File: config.mk
export PLATFORM = sky130hd
export DESIGN_NAME = json_byte_tokenizer_unit_flat
export DESIGN_NICKNAME = d
export VERILOG_FILES = /design/src/hw/rtl/jbt_pkg.sv /design/src/hw/rtl/jbt_if.sv /design/src/hw/rtl/json_byte_tokenizer_unit.sv /design/src/flat_wrapper.sv
export SDC_FILE = /design/constraint.sdc
export NUM_CORES = 1
export LEC_CHECK = 0
export ABC_AREA = 1
export BUFFER_PORTS_ARGS = -buffer_cell sky130_fd_sc_hd__buf_2
export CORE_UTILIZATION = 61
export DETAILED_ROUTE_END_ITERATION = 7
export PLACE_DENSITY = 0.8
export SYNTH_ARGS = -nofsm -noshare
export SYNTH_HDL_FRONTEND = slang
export SYNTH_SLANG_ARGS = --single-unit
export TNS_END_PERCENT = 30
File: constraint.sdc
create_clock -name clk -period 4.65 [get_ports clk]
set_clock_uncertainty 0.05 [all_clocks]
set_input_delay 0.6975 -clock clk [delete_from_list [all_inputs] [get_ports clk]]
set_output_delay 0.6975 -clock clk [all_outputs]
set_load 0.005 [all_outputs]
File: src/hw/rtl/jbt_pkg.sv
`timescale 1ns / 1ps
// ----------------------------------------------------------------------------
// jbt_pkg
// Types, codes and the token-start decoder shared by the byte tokenizer.
// ----------------------------------------------------------------------------
package jbt_pkg;

  localparam int MapWidth   = 32;
  localparam int CfgIdxW    = 2;
  localparam int FifoDepth  = 4;
  localparam int FifoPtrW   = $clog2(FifoDepth);
  localparam int FifoCntW   = $clog2(FifoDepth + 1);

  localparam logic [MapWidth-1:0] MapReset0 = 32'h0000_0000;
  localparam logic [MapWidth-1:0] MapReset1 = 32'hf3ff_6838;
  localparam logic [MapWidth-1:0] MapReset2 = 32'h87ff_ffff;
  localparam logic [MapWidth-1:0] MapReset3 = 32'h47ff_fffe;

  localparam logic [CfgIdxW-1:0] CFG_MAP0 = 2'd0;
  localparam logic [CfgIdxW-1:0] CFG_MAP1 = 2'd1;
  localparam logic [CfgIdxW-1:0] CFG_MAP2 = 2'd2;
  localparam logic [CfgIdxW-1:0] CFG_MAP3 = 2'd3;

  typedef enum logic [3:0] {
    MODE_IDLE  = 4'd0,
    MODE_STR   = 4'd1,
    MODE_ESC   = 4'd2,
    MODE_IDENT = 4'd3,
    MODE_SLASH = 4'd4,
    MODE_LINE  = 4'd5,
    MODE_BLOCK = 4'd6,
    MODE_STAR  = 4'd7,
    MODE_ERR   = 4'd8
  } lex_mode_t;

  localparam logic [3:0] KIND_CONTENT = 4'd0;
  localparam logic [3:0] KIND_LBRACE  = 4'd1;
  localparam logic [3:0] KIND_RBRACE  = 4'd2;
  localparam logic [3:0] KIND_LBRACK  = 4'd3;
  localparam logic [3:0] KIND_RBRACK  = 4'd4;
  localparam logic [3:0] KIND_COMMA   = 4'd5;
  localparam logic [3:0] KIND_COLON   = 4'd6;
  localparam logic [3:0] KIND_STR_END = 4'd7;
  localparam logic [3:0] KIND_ID_END  = 4'd8;
  localparam logic [3:0] KIND_EOF     = 4'd9;
  localparam logic [3:0] KIND_ERROR   = 4'd10;

  localparam logic [1:0] ERR_NONE    = 2'd0;
  localparam logic [1:0] ERR_END     = 2'd1;
  localparam logic [1:0] ERR_COMMENT = 2'd2;
  localparam logic [1:0] ERR_INVALID = 2'd3;

  localparam logic [7:0] CH_QUOTE = 8'h22;
  localparam logic [7:0] CH_STAR  = 8'h2a;
  localparam logic [7:0] CH_COMMA = 8'h2c;
  localparam logic [7:0] CH_SLASH = 8'h2f;
  localparam logic [7:0] CH_COLON = 8'h3a;
  localparam logic [7:0] CH_LBRK  = 8'h5b;
  localparam logic [7:0] CH_BSL   = 8'h5c;
  localparam logic [7:0] CH_RBRK  = 8'h5d;
  localparam logic [7:0] CH_LBRC  = 8'h7b;
  localparam logic [7:0] CH_RBRC  = 8'h7d;
  localparam logic [7:0] CH_LF    = 8'h0a;
  localparam logic [7:0] CH_SPACE = 8'h20;
  localparam logic [7:0] CH_TAB   = 8'h09;
  localparam logic [7:0] CH_CR    = 8'h0d;

  typedef struct packed {
    logic [3:0] kind;
    logic [7:0] content;
    logic [1:0] error_code;
    logic       last;
  } tok_result_t;

  typedef struct packed {
    lex_mode_t   mode;
    logic        emit;
    tok_result_t res;
  } tok_start_t;

  function automatic tok_result_t mk_result(input logic [3:0] kind,
                                            input logic [7:0] content,
                                            input logic [1:0] err);
    tok_result_t r;
    r.kind       = kind;
    r.content    = (kind == KIND_CONTENT) ? content : 8'h00;
    r.error_code = (kind == KIND_ERROR) ? err : ERR_NONE;
    r.last       = 1'b0;
    return r;
  endfunction

  // Token start from idle: b is the byte, id_hit its identifier-map bit.
  function automatic tok_start_t start_token(input logic [7:0] b, input logic id_hit);
    tok_start_t s;
    s.mode = MODE_IDLE;
    s.emit = 1'b0;
    s.res  = mk_result(KIND_CONTENT, 8'h00, ERR_NONE);
    case (b) inside
      [CH_TAB:CH_CR], CH_SPACE: s.mode = MODE_IDLE;
      CH_LBRC: begin s.emit = 1'b1; s.res = mk_result(KIND_LBRACE, 8'h00, ERR_NONE); end
      CH_RBRC: begin s.emit = 1'b1; s.res = mk_result(KIND_RBRACE, 8'h00, ERR_NONE); end
      CH_LBRK: begin s.emit = 1'b1; s.res = mk_result(KIND_LBRACK, 8'h00, ERR_NONE); end
      CH_RBRK: begin s.emit = 1'b1; s.res = mk_result(KIND_RBRACK, 8'h00, ERR_NONE); end
      CH_COMMA: begin s.emit = 1'b1; s.res = mk_result(KIND_COMMA, 8'h00, ERR_NONE); end
      CH_COLON: begin s.emit = 1'b1; s.res = mk_result(KIND_COLON, 8'h00, ERR_NONE); end
      CH_QUOTE: s.mode = MODE_STR;
      default: begin
        if (id_hit) begin
          s.emit = 1'b1;
          s.res  = mk_result(KIND_CONTENT, b, ERR_NONE);
          s.mode = MODE_IDENT;
        end else if (b == CH_SLASH) begin
          s.mode = MODE_SLASH;
        end else begin
          s.emit = 1'b1;
          s.res  = mk_result(KIND_ERROR, 8'h00, ERR_INVALID);
          s.mode = MODE_ERR;
        end
      end
    endcase
    return s;
  endfunction

endpackage

File: src/hw/rtl/jbt_if.sv
`timescale 1ns / 1ps
// ----------------------------------------------------------------------------
// jbt_in_if / jbt_out_if
// Valid/ready channels for raw bytes in and tokens out.
// ----------------------------------------------------------------------------
interface jbt_in_if;
  logic       valid;
  logic       ready;
  logic [7:0] byte_in;
  logic       end_mark;

  modport source (output valid, output byte_in, output end_mark, input ready);
  modport sink   (input valid, input byte_in, input end_mark, output ready);
endinterface

interface jbt_out_if;
  logic       valid;
  logic       ready;
  logic [3:0] kind;
  logic [7:0] content;
  logic [1:0] error_code;
  logic       last;

  modport source (output valid, output kind, output content, output error_code,
                  output last, input ready);
  modport sink   (input valid, input kind, input content, input error_code,
                  input last, output ready);
endinterface

File: src/hw/rtl/json_byte_tokenizer_unit.sv
`timescale 1ns / 1ps
// ----------------------------------------------------------------------------
// json_byte_tokenizer_unit
// Streaming JSON lexer, skips comments; one byte word per cycle if no stall.
// ----------------------------------------------------------------------------
//  channel   dir  words                          notes
//  in_bus    in   byte_in, end_mark              one byte or end of input
//  out_bus   out  kind, content, error_code, last 0..2 tokens per input word
//  cfg_*     in   index, 32-bit data             identifier map, write only
//
// An input word is registered, decoded combinationally against the lexer
// mode and its 0..2 tokens pushed into a 4-entry output queue; one word per
// cycle is sustained while each word yields at most one token and the sink
// takes a token each cycle. A token passes the input register and then the
// output queue. Decode waits while fewer than two queue slots are free.
// Synchronous active-low reset restores idle and the default identifier map.
// ----------------------------------------------------------------------------
module json_byte_tokenizer_unit (
  input  logic                        clk,
  input  logic                        rst_n,
  jbt_in_if.sink                      in_bus,
  jbt_out_if.source                   out_bus,
  input  logic                        cfg_we,
  input  logic [jbt_pkg::CfgIdxW-1:0] cfg_index,
  input  logic [jbt_pkg::MapWidth-1:0] cfg_wdata
);

  logic [jbt_pkg::MapWidth-1:0] map0_r, map1_r, map2_r, map3_r;
  logic [4*jbt_pkg::MapWidth-1:0] map_all;

  logic       s1_valid_r;
  logic [7:0] s1_byte_r;
  logic       s1_end_r;
  logic       s1_fire;
  logic       in_fire;

  jbt_pkg::lex_mode_t mode_r, mode_nxt;
  jbt_pkg::tok_result_t res0, res1;
  jbt_pkg::tok_start_t st;
  logic [1:0] n_res;
  logic       id_hit;

  jbt_pkg::tok_result_t fifo_r [jbt_pkg::FifoDepth];
  logic [jbt_pkg::FifoPtrW-1:0] wr_ptr_r, rd_ptr_r;
  logic [jbt_pkg::FifoCntW-1:0] cnt_r, cnt_nxt;
  logic pop;
  logic room;

  // identifier map
  always_ff @(posedge clk) begin
    if (!rst_n) begin
      map0_r <= jbt_pkg::MapReset0;
      map1_r <= jbt_pkg::MapReset1;
      map2_r <= jbt_pkg::MapReset2;
      map3_r <= jbt_pkg::MapReset3;
    end else if (cfg_we) begin
      unique case (cfg_index)
        jbt_pkg::CFG_MAP0: map0_r <= cfg_wdata;
        jbt_pkg::CFG_MAP1: map1_r <= cfg_wdata;
        jbt_pkg::CFG_MAP2: map2_r <= cfg_wdata;
        jbt_pkg::CFG_MAP3: map3_r <= cfg_wdata;
        default: ;
      endcase
    end
  end

  assign map_all = {map3_r, map2_r, map1_r, map0_r};
  assign id_hit  = !s1_byte_r[7] && map_all[s1_byte_r[6:0]];

  // input register
  assign room         = cnt_r <= jbt_pkg::FifoCntW'(jbt_pkg::FifoDepth - 2);
  assign s1_fire      = s1_valid_r && room;
  assign in_bus.ready = !s1_valid_r || s1_fire;
  assign in_fire      = in_bus.valid && in_bus.ready;

  always_ff @(posedge clk) begin
    if (!rst_n) begin
      s1_valid_r <= 1'b0;
    end else if (in_fire) begin
      s1_valid_r <= 1'b1;
    end else if (s1_fire) begin
      s1_valid_r <= 1'b0;
    end
  end

  always_ff @(posedge clk) begin
    if (in_fire) begin
      s1_byte_r <= in_bus.byte_in;
      s1_end_r  <= in_bus.end_mark;
    end
  end

  // lexer decode
  always_comb begin
    mode_nxt = mode_r;
    n_res    = 2'd0;
    res0     = jbt_pkg::mk_result(jbt_pkg::KIND_CONTENT, 8'h00, jbt_pkg::ERR_NONE);
    res1     = res0;
    st       = jbt_pkg::start_token(s1_byte_r, id_hit);
    if (s1_end_r) begin
      unique case (mode_r)
        jbt_pkg::MODE_ERR: ;
        jbt_pkg::MODE_IDLE, jbt_pkg::MODE_LINE: begin
          res0     = jbt_pkg::mk_result(jbt_pkg::KIND_EOF, 8'h00, jbt_pkg::ERR_NONE);
          n_res    = 2'd1;
          mode_nxt = jbt_pkg::MODE_IDLE;
        end
        jbt_pkg::MODE_IDENT: begin
          res0     = jbt_pkg::mk_result(jbt_pkg::KIND_ID_END, 8'h00, jbt_pkg::ERR_NONE);
          res1     = jbt_pkg::mk_result(jbt_pkg::KIND_EOF, 8'h00, jbt_pkg::ERR_NONE);
          n_res    = 2'd2;
          mode_nxt = jbt_pkg::MODE_IDLE;
        end
        jbt_pkg::MODE_SLASH: begin
          res0     = jbt_pkg::mk_result(jbt_pkg::KIND_ERROR, 8'h00, jbt_pkg::ERR_COMMENT);
          n_res    = 2'd1;
          mode_nxt = jbt_pkg::MODE_ERR;
        end
        default: begin
          res0     = jbt_pkg::mk_result(jbt_pkg::KIND_ERROR, 8'h00, jbt_pkg::ERR_END);
          n_res    = 2'd1;
          mode_nxt = jbt_pkg::MODE_ERR;
        end
      endcase
    end else begin
      unique case (mode_r)
        jbt_pkg::MODE_IDLE: begin
          res0     = st.res;
          n_res    = {1'b0, st.emit};
          mode_nxt = st.mode;
        end
        jbt_pkg::MODE_STR: begin
          if (s1_byte_r == jbt_pkg::CH_QUOTE) begin
            res0     = jbt_pkg::mk_result(jbt_pkg::KIND_STR_END, 8'h00, jbt_pkg::ERR_NONE);
            n_res    = 2'd1;
            mode_nxt = jbt_pkg::MODE_IDLE;
          end else if (s1_byte_r == jbt_pkg::CH_BSL) begin
            mode_nxt = jbt_pkg::MODE_ESC;
          end else begin
            res0  = jbt_pkg::mk_result(jbt_pkg::KIND_CONTENT, s1_byte_r, jbt_pkg::ERR_NONE);
            n_res = 2'd1;
          end
        end
        jbt_pkg::MODE_ESC: begin
          res0     = jbt_pkg::mk_result(jbt_pkg::KIND_CONTENT, s1_byte_r, jbt_pkg::ERR_NONE);
          n_res    = 2'd1;
          mode_nxt = jbt_pkg::MODE_STR;
        end
        jbt_pkg::MODE_IDENT: begin
          if (id_hit) begin
            res0  = jbt_pkg::mk_result(jbt_pkg::KIND_CONTENT, s1_byte_r, jbt_pkg::ERR_NONE);
            n_res = 2'd1;
          end else begin
            res0     = jbt_pkg::mk_result(jbt_pkg::KIND_ID_END, 8'h00, jbt_pkg::ERR_NONE);
            res1     = st.res;
            n_res    = st.emit ? 2'd2 : 2'd1;
            mode_nxt = st.mode;
          end
        end
        jbt_pkg::MODE_SLASH: begin
          if (s1_byte_r == jbt_pkg::CH_SLASH) begin
            mode_nxt = jbt_pkg::MODE_LINE;
          end else if (s1_byte_r == jbt_pkg::CH_STAR) begin
            mode_nxt = jbt_pkg::MODE_BLOCK;
          end else begin
            res0     = jbt_pkg::mk_result(jbt_pkg::KIND_ERROR, 8'h00, jbt_pkg::ERR_COMMENT);
            n_res    = 2'd1;
            mode_nxt = jbt_pkg::MODE_ERR;
          end
        end
        jbt_pkg::MODE_LINE: begin
          if (s1_byte_r == jbt_pkg::CH_LF) mode_nxt = jbt_pkg::MODE_IDLE;
        end
        jbt_pkg::MODE_BLOCK: begin
          if (s1_byte_r == jbt_pkg::CH_STAR) mode_nxt = jbt_pkg::MODE_STAR;
        end
        jbt_pkg::MODE_STAR: begin
          if (s1_byte_r == jbt_pkg::CH_SLASH) begin
            mode_nxt = jbt_pkg::MODE_IDLE;
          end else if (s1_byte_r != jbt_pkg::CH_STAR) begin
            mode_nxt = jbt_pkg::MODE_BLOCK;
          end
        end
        default: mode_nxt = jbt_pkg::MODE_ERR;
      endcase
    end
    // last flag on the final token of the word
    if (n_res == 2'd2) begin
      res1.last = 1'b1;
    end else begin
      res0.last = 1'b1;
    end
  end

  always_ff @(posedge clk) begin
    if (!rst_n) begin
      mode_r <= jbt_pkg::MODE_IDLE;
    end else if (s1_fire) begin
      mode_r <= mode_nxt;
    end
  end

  // output queue
  assign pop = out_bus.valid && out_bus.ready;

  always_comb begin
    cnt_nxt = cnt_r;
    if (s1_fire) cnt_nxt = cnt_nxt + jbt_pkg::FifoCntW'(n_res);
    if (pop)     cnt_nxt = cnt_nxt - jbt_pkg::FifoCntW'(1);
  end

  always_ff @(posedge clk) begin
    if (!rst_n) begin
      cnt_r    <= '0;
      wr_ptr_r <= '0;
      rd_ptr_r <= '0;
    end else begin
      cnt_r <= cnt_nxt;
      if (s1_fire) wr_ptr_r <= wr_ptr_r + jbt_pkg::FifoPtrW'(n_res);
      if (pop)     rd_ptr_r <= rd_ptr_r + jbt_pkg::FifoPtrW'(1);
    end
  end

  always_ff @(posedge clk) begin
    if (s1_fire && n_res != 2'd0) fifo_r[wr_ptr_r] <= res0;
    if (s1_fire && n_res == 2'd2) fifo_r[wr_ptr_r + jbt_pkg::FifoPtrW'(1)] <= res1;
  end

  assign out_bus.valid      = cnt_r != '0;
  assign out_bus.kind       = fifo_r[rd_ptr_r].kind;
  assign out_bus.content    = fifo_r[rd_ptr_r].content;
  assign out_bus.error_code = fifo_r[rd_ptr_r].error_code;
  assign out_bus.last       = fifo_r[rd_ptr_r].last;

  // checks
  a_cnt_bound: assert property (@(posedge clk) disable iff (!rst_n)
    cnt_r <= jbt_pkg::FifoCntW'(jbt_pkg::FifoDepth))
    else $error("output queue overflow");

  a_err_sticky: assert property (@(posedge clk) disable iff (!rst_n)
    mode_r == jbt_pkg::MODE_ERR |=> mode_r == jbt_pkg::MODE_ERR)
    else $error("left error mode without reset");

  a_err_silent: assert property (@(posedge clk) disable iff (!rst_n)
    s1_fire && mode_r == jbt_pkg::MODE_ERR |-> n_res == 2'd0)
    else $error("token produced in error mode");

  a_pair_idend: assert property (@(posedge clk) disable iff (!rst_n)
    s1_fire && n_res == 2'd2 |-> res0.kind == jbt_pkg::KIND_ID_END)
    else $error("token pair not led by identifier end");

  a_no_pop_empty: assert property (@(posedge clk) disable iff (!rst_n)
    cnt_r == '0 |-> !pop)
    else $error("pop from empty queue");

endmodule
File: src/flat_wrapper.sv
// flat-port wrapper written by rule: the top's interface ports become plain ports
module json_byte_tokenizer_unit_flat 
  (clk, rst_n, cfg_we, cfg_index, cfg_wdata, in_bus_valid, in_bus_byte_in, in_bus_end_mark, in_bus_ready, out_bus_valid, out_bus_kind, out_bus_content, out_bus_error_code, out_bus_last, out_bus_ready);
  jbt_in_if in_bus_i ();
  jbt_out_if out_bus_i ();
  input  logic clk;
  input  logic rst_n;
  input  logic cfg_we;
  input  logic [jbt_pkg::CfgIdxW-1:0] cfg_index;
  input  logic [jbt_pkg::MapWidth-1:0] cfg_wdata;
  input wire logic [$bits(in_bus_i.valid)-1:0] in_bus_valid;
  input wire logic [$bits(in_bus_i.byte_in)-1:0] in_bus_byte_in;
  input wire logic [$bits(in_bus_i.end_mark)-1:0] in_bus_end_mark;
  output wire logic [$bits(in_bus_i.ready)-1:0] in_bus_ready;
  output wire logic [$bits(out_bus_i.valid)-1:0] out_bus_valid;
  output wire logic [$bits(out_bus_i.kind)-1:0] out_bus_kind;
  output wire logic [$bits(out_bus_i.content)-1:0] out_bus_content;
  output wire logic [$bits(out_bus_i.error_code)-1:0] out_bus_error_code;
  output wire logic [$bits(out_bus_i.last)-1:0] out_bus_last;
  input wire logic [$bits(out_bus_i.ready)-1:0] out_bus_ready;
  assign in_bus_i.valid = in_bus_valid;
  assign in_bus_i.byte_in = in_bus_byte_in;
  assign in_bus_i.end_mark = in_bus_end_mark;
  assign in_bus_ready = in_bus_i.ready;
  assign out_bus_valid = out_bus_i.valid;
  assign out_bus_kind = out_bus_i.kind;
  assign out_bus_content = out_bus_i.content;
  assign out_bus_error_code = out_bus_i.error_code;
  assign out_bus_last = out_bus_i.last;
  assign out_bus_i.ready = out_bus_ready;
  json_byte_tokenizer_unit u_core (.clk(clk), .rst_n(rst_n), .in_bus(in_bus_i), .out_bus(out_bus_i), .cfg_we(cfg_we), .cfg_index(cfg_index), .cfg_wdata(cfg_wdata));
endmodule
==> impl_metrics.env <==
export IMPL_final_cells=1701
export IMPL_postRouteAntennaNets=0
export IMPL_first_pass_iters=6
export IMPL_grt_pass1_wl_um=42200
export IMPL_finalCritPeriodShare_pct=90.1
export IMPL_start_kind="flip-flop"
export IMPL_tns_ns=0
export IMPL_start_util_pct=63.2
export IMPL_drt_iter0_drc=818
export IMPL_grt_usage_pct=31.1
export IMPL_setup_viol=0
export IMPL_period_minus_slack_ns=4.19
export IMPL_hold_violations=0
export IMPL_placementRows=46
export IMPL_syn_num_nets=1490
export IMPL_synth_edf_count=69
export IMPL_cts_setup_buffers=0
export IMPL_dpl_hpwl_um=17100
export IMPL_maxCapViolCount=0
export IMPL_syn_area_sq_um=10100
export IMPL_max_freq_mhz=239
export IMPL_worst_setup_path_type="flip-flop to flip-flop"
export IMPL_yosysUniqueCellTypes=39
export IMPL_synthCells=1438
export IMPL_slew_limit_headroom_pct=19.6
export IMPL_grt_pass1_vias=8676
export IMPL_leakage_nw=5.37
export IMPL_routedWlPerCell_um=15.3
export IMPL_cts_made_buffers=22
export IMPL_h_tree_depth=1
export IMPL_critPathRequiredTime_ns=5.04
export IMPL_cp_end_kind="flip-flop"
export IMPL_layout_drive_gt1_share_pct=9.23
export IMPL_fin_nets=1522
export IMPL_rsz0062_at_grt="false"
export IMPL_coreArea_sq_um=16100
export IMPL_worst_slew_pin_slew_ns=1.21
export IMPL_slew_viol_final=0
export IMPL_cts_tree="built"
export IMPL_hold_path_class="input port to flip-flop"
export IMPL_p_per_area_nw_per_um2=422
export IMPL_ios=65
export IMPL_portBuffers=64
export IMPL_peakVddDrop_v=0.000287
export IMPL_ys_warn_count=0
export IMPL_ys_flop_type="dfxtp_1"
export IMPL_syn_to_final_growth_pct=11.3
export IMPL_die_x_um=131
export IMPL_fp_dieH_um=131
export IMPL_wirelength_um=26100
export IMPL_overflow=0
export IMPL_gp_congestion=0.955
export IMPL_antenna_found_initial=0
export IMPL_synth_seq_cells=211
export IMPL_postSynth_asyncResetShare_pct=0
export IMPL_synth_area_per_cell_sq_um=7.05
export IMPL_cts_root_buf="clkbuf_16"
export IMPL_die_area_sq_um=17200
export IMPL_ctsResizeCount=0
export IMPL_ys_seq_area_share_pct=48.4
export IMPL_clock_latency_ns=0.50
export IMPL_layout_area_seq_sq_um=4910
export IMPL_num_vias=9514
export IMPL_grt_max_degree=108
export IMPL_clk_transition_reported_paths_ns=0.06
export IMPL_route_detailed_drc=0
export IMPL_viasPerCell=5.59
export IMPL_postCtsHoldBufs=0
export IMPL_final_area_sq_um=11300
export IMPL_dp_cells=1662
export IMPL_diodes=0
export IMPL_cts_buffer_depth=3
export IMPL_clock_sinks=211
export IMPL_status="completed"
export IMPL_fill_cells=1380
export IMPL_multiInputGateArea_sq_um=4610
export IMPL_place_area_sq_um=10600
export IMPL_arrival_ns=4.58
export IMPL_worstPathMaxFanout=35
export IMPL_fin_hold_ws_ns=0.318
==> cells in the mapped netlist (2+ instances only) <==
library cell  count  share of area [%]
buf_1             4               0.15
a311oi_1          4               0.35
dfxtp_1         142                 28
nand2_1         540                 20
nand2_2           2               0.12
a21oi_1          21                1.0
a31oi_1           3               0.19
nand4_1           3               0.19
nor3_2            2               0.20
buf_4             4               0.30
o31ai_1           2               0.15
inv_1            71                2.6
nand3_1         110                5.4
o211ai_1          2               0.15
inv_2             9               0.33
nor3_1           32                1.6
edfxtp_1         69                 20
nor2_2            5               0.31
ha_1              3               0.37
nor2_1          198                7.3
clkbuf_1         55                2.0
o21ai_0          99                4.9
buf_2             9               0.44
o22ai_1          16               0.99
o21ai_1          17               0.84
buf_6             3               0.33
==> final timing paths <==
kind,start,end,slack [ns],cells after the start
worst max-delay path,u_core.s1_byte_r[0],u_core.cnt_r[1],0.46,24
worst min-delay path,in_bus_byte_in[7],u_core.s1_byte_r[7],0.32,1
worst max register to register,u_core.s1_byte_r[0],u_core.cnt_r[1],0.46,24
worst min register to register,u_core.map1_r[29],u_core.map1_r[29],0.40,2
==> sequential cells by signal, summed over array words and instances, names as in the netlist, named ones only <==
signal / count
u_core.fifo_r: 60
u_core.map0_r: 32
u_core.map1_r: 32
u_core.map2_r: 32
u_core.map3_r: 32
u_core.s1_byte_r: 8
u_core.mode_r: 4
u_core.cnt_r: 3
u_core.rd_ptr_r: 2
u_core.wr_ptr_r: 2
u_core.s1_end_r: 1
u_core.s1_valid_r: 1
==> worst max-delay path, cell delays in order (launching register included) <==
cell and delay, ns:
edfxtp_1 0.49, buf_12 0.22, nand2_1 0.10, inv_1 0.21
nand2_1 0.12, nand3_1 0.10, nand2_1 0.09, nand2_1 0.05
o21ai_1 0.15, nand2_1 0.07, nor2_1 0.13, nor2_1 0.10
nor2_4 0.14, nand4_1 0.13, nand2_1 0.09, nand2_1 0.04
o21ai_0 0.28, nor2_1 0.12, ha_1 0.24, fa_1 0.46
mux2i_1 0.22, ha_1 0.27, nand2_1 0.07, nand2_1 0.04
a21oi_1 0.13
==> stage by stage <==
stage	worst slack, ns	total power, W	utilization (%)
global route	0.171	0.00499	70.3
CTS	0.491	0.00477	70.3
floorplan	1.22	0.00274	-
finish	0.460	0.00477	70.3
detailed placement	0.564	0.00302	65.9
global placement	0.684	0.00300	65.9
==> where the power goes <==
| group | internal [W] | switching (W) |
|---|---|---|
| Clock | 0.00106 | 0.000706 |
| Combinational | 0.000295 | 0.000596 |
| Sequential | 0.00204 | 0.0000676 |
==> cell families (layout without fill, tap and decap cells) <==
logic type,after synthesis,in the layout,synth area share (%)
compound gates,169,169,8.97
fa+ha+maj,4,4,0.567
buf+inv,155,202,6.22
flops,211,211,48.4
mux,1,1,0.0987
simple gates,898,898,35.7
==> cells in the final DEF, fill, tap and decap left out, drive strengths merged, types with 9 or more instances in the layout <==
cell    instances
nand2         543
nor2          204
dfxtp         142
o21ai         116
nand3         111
buf            83
inv            80
edfxtp         69
nor3           34
clkbuf         27
a21oi          21
o22ai          16
clkinv          9
==> layout make-up <==
type	count	share of cell area [%]
Sequential cell	211	43.5
Multi-Input combinational cell	1072	40.9
Clock buffer	27	5.23
Timing Repair Buffer	83	4.23
Inverter	80	2.66
Tap cell	216	2.39
Clock inverter	12	1.12
==> per-layer routing <==
metal  up-vias  routed length (um)  GRT usage [%]
met2       358               12900           55.6
met4         0                 699           11.0
met3        56                1590           3.87
met5         -                   0              0
li1       4711                   -              -
met1      4389               10900           38.7
No activity file was read; power rests on OpenSTA's default activity.
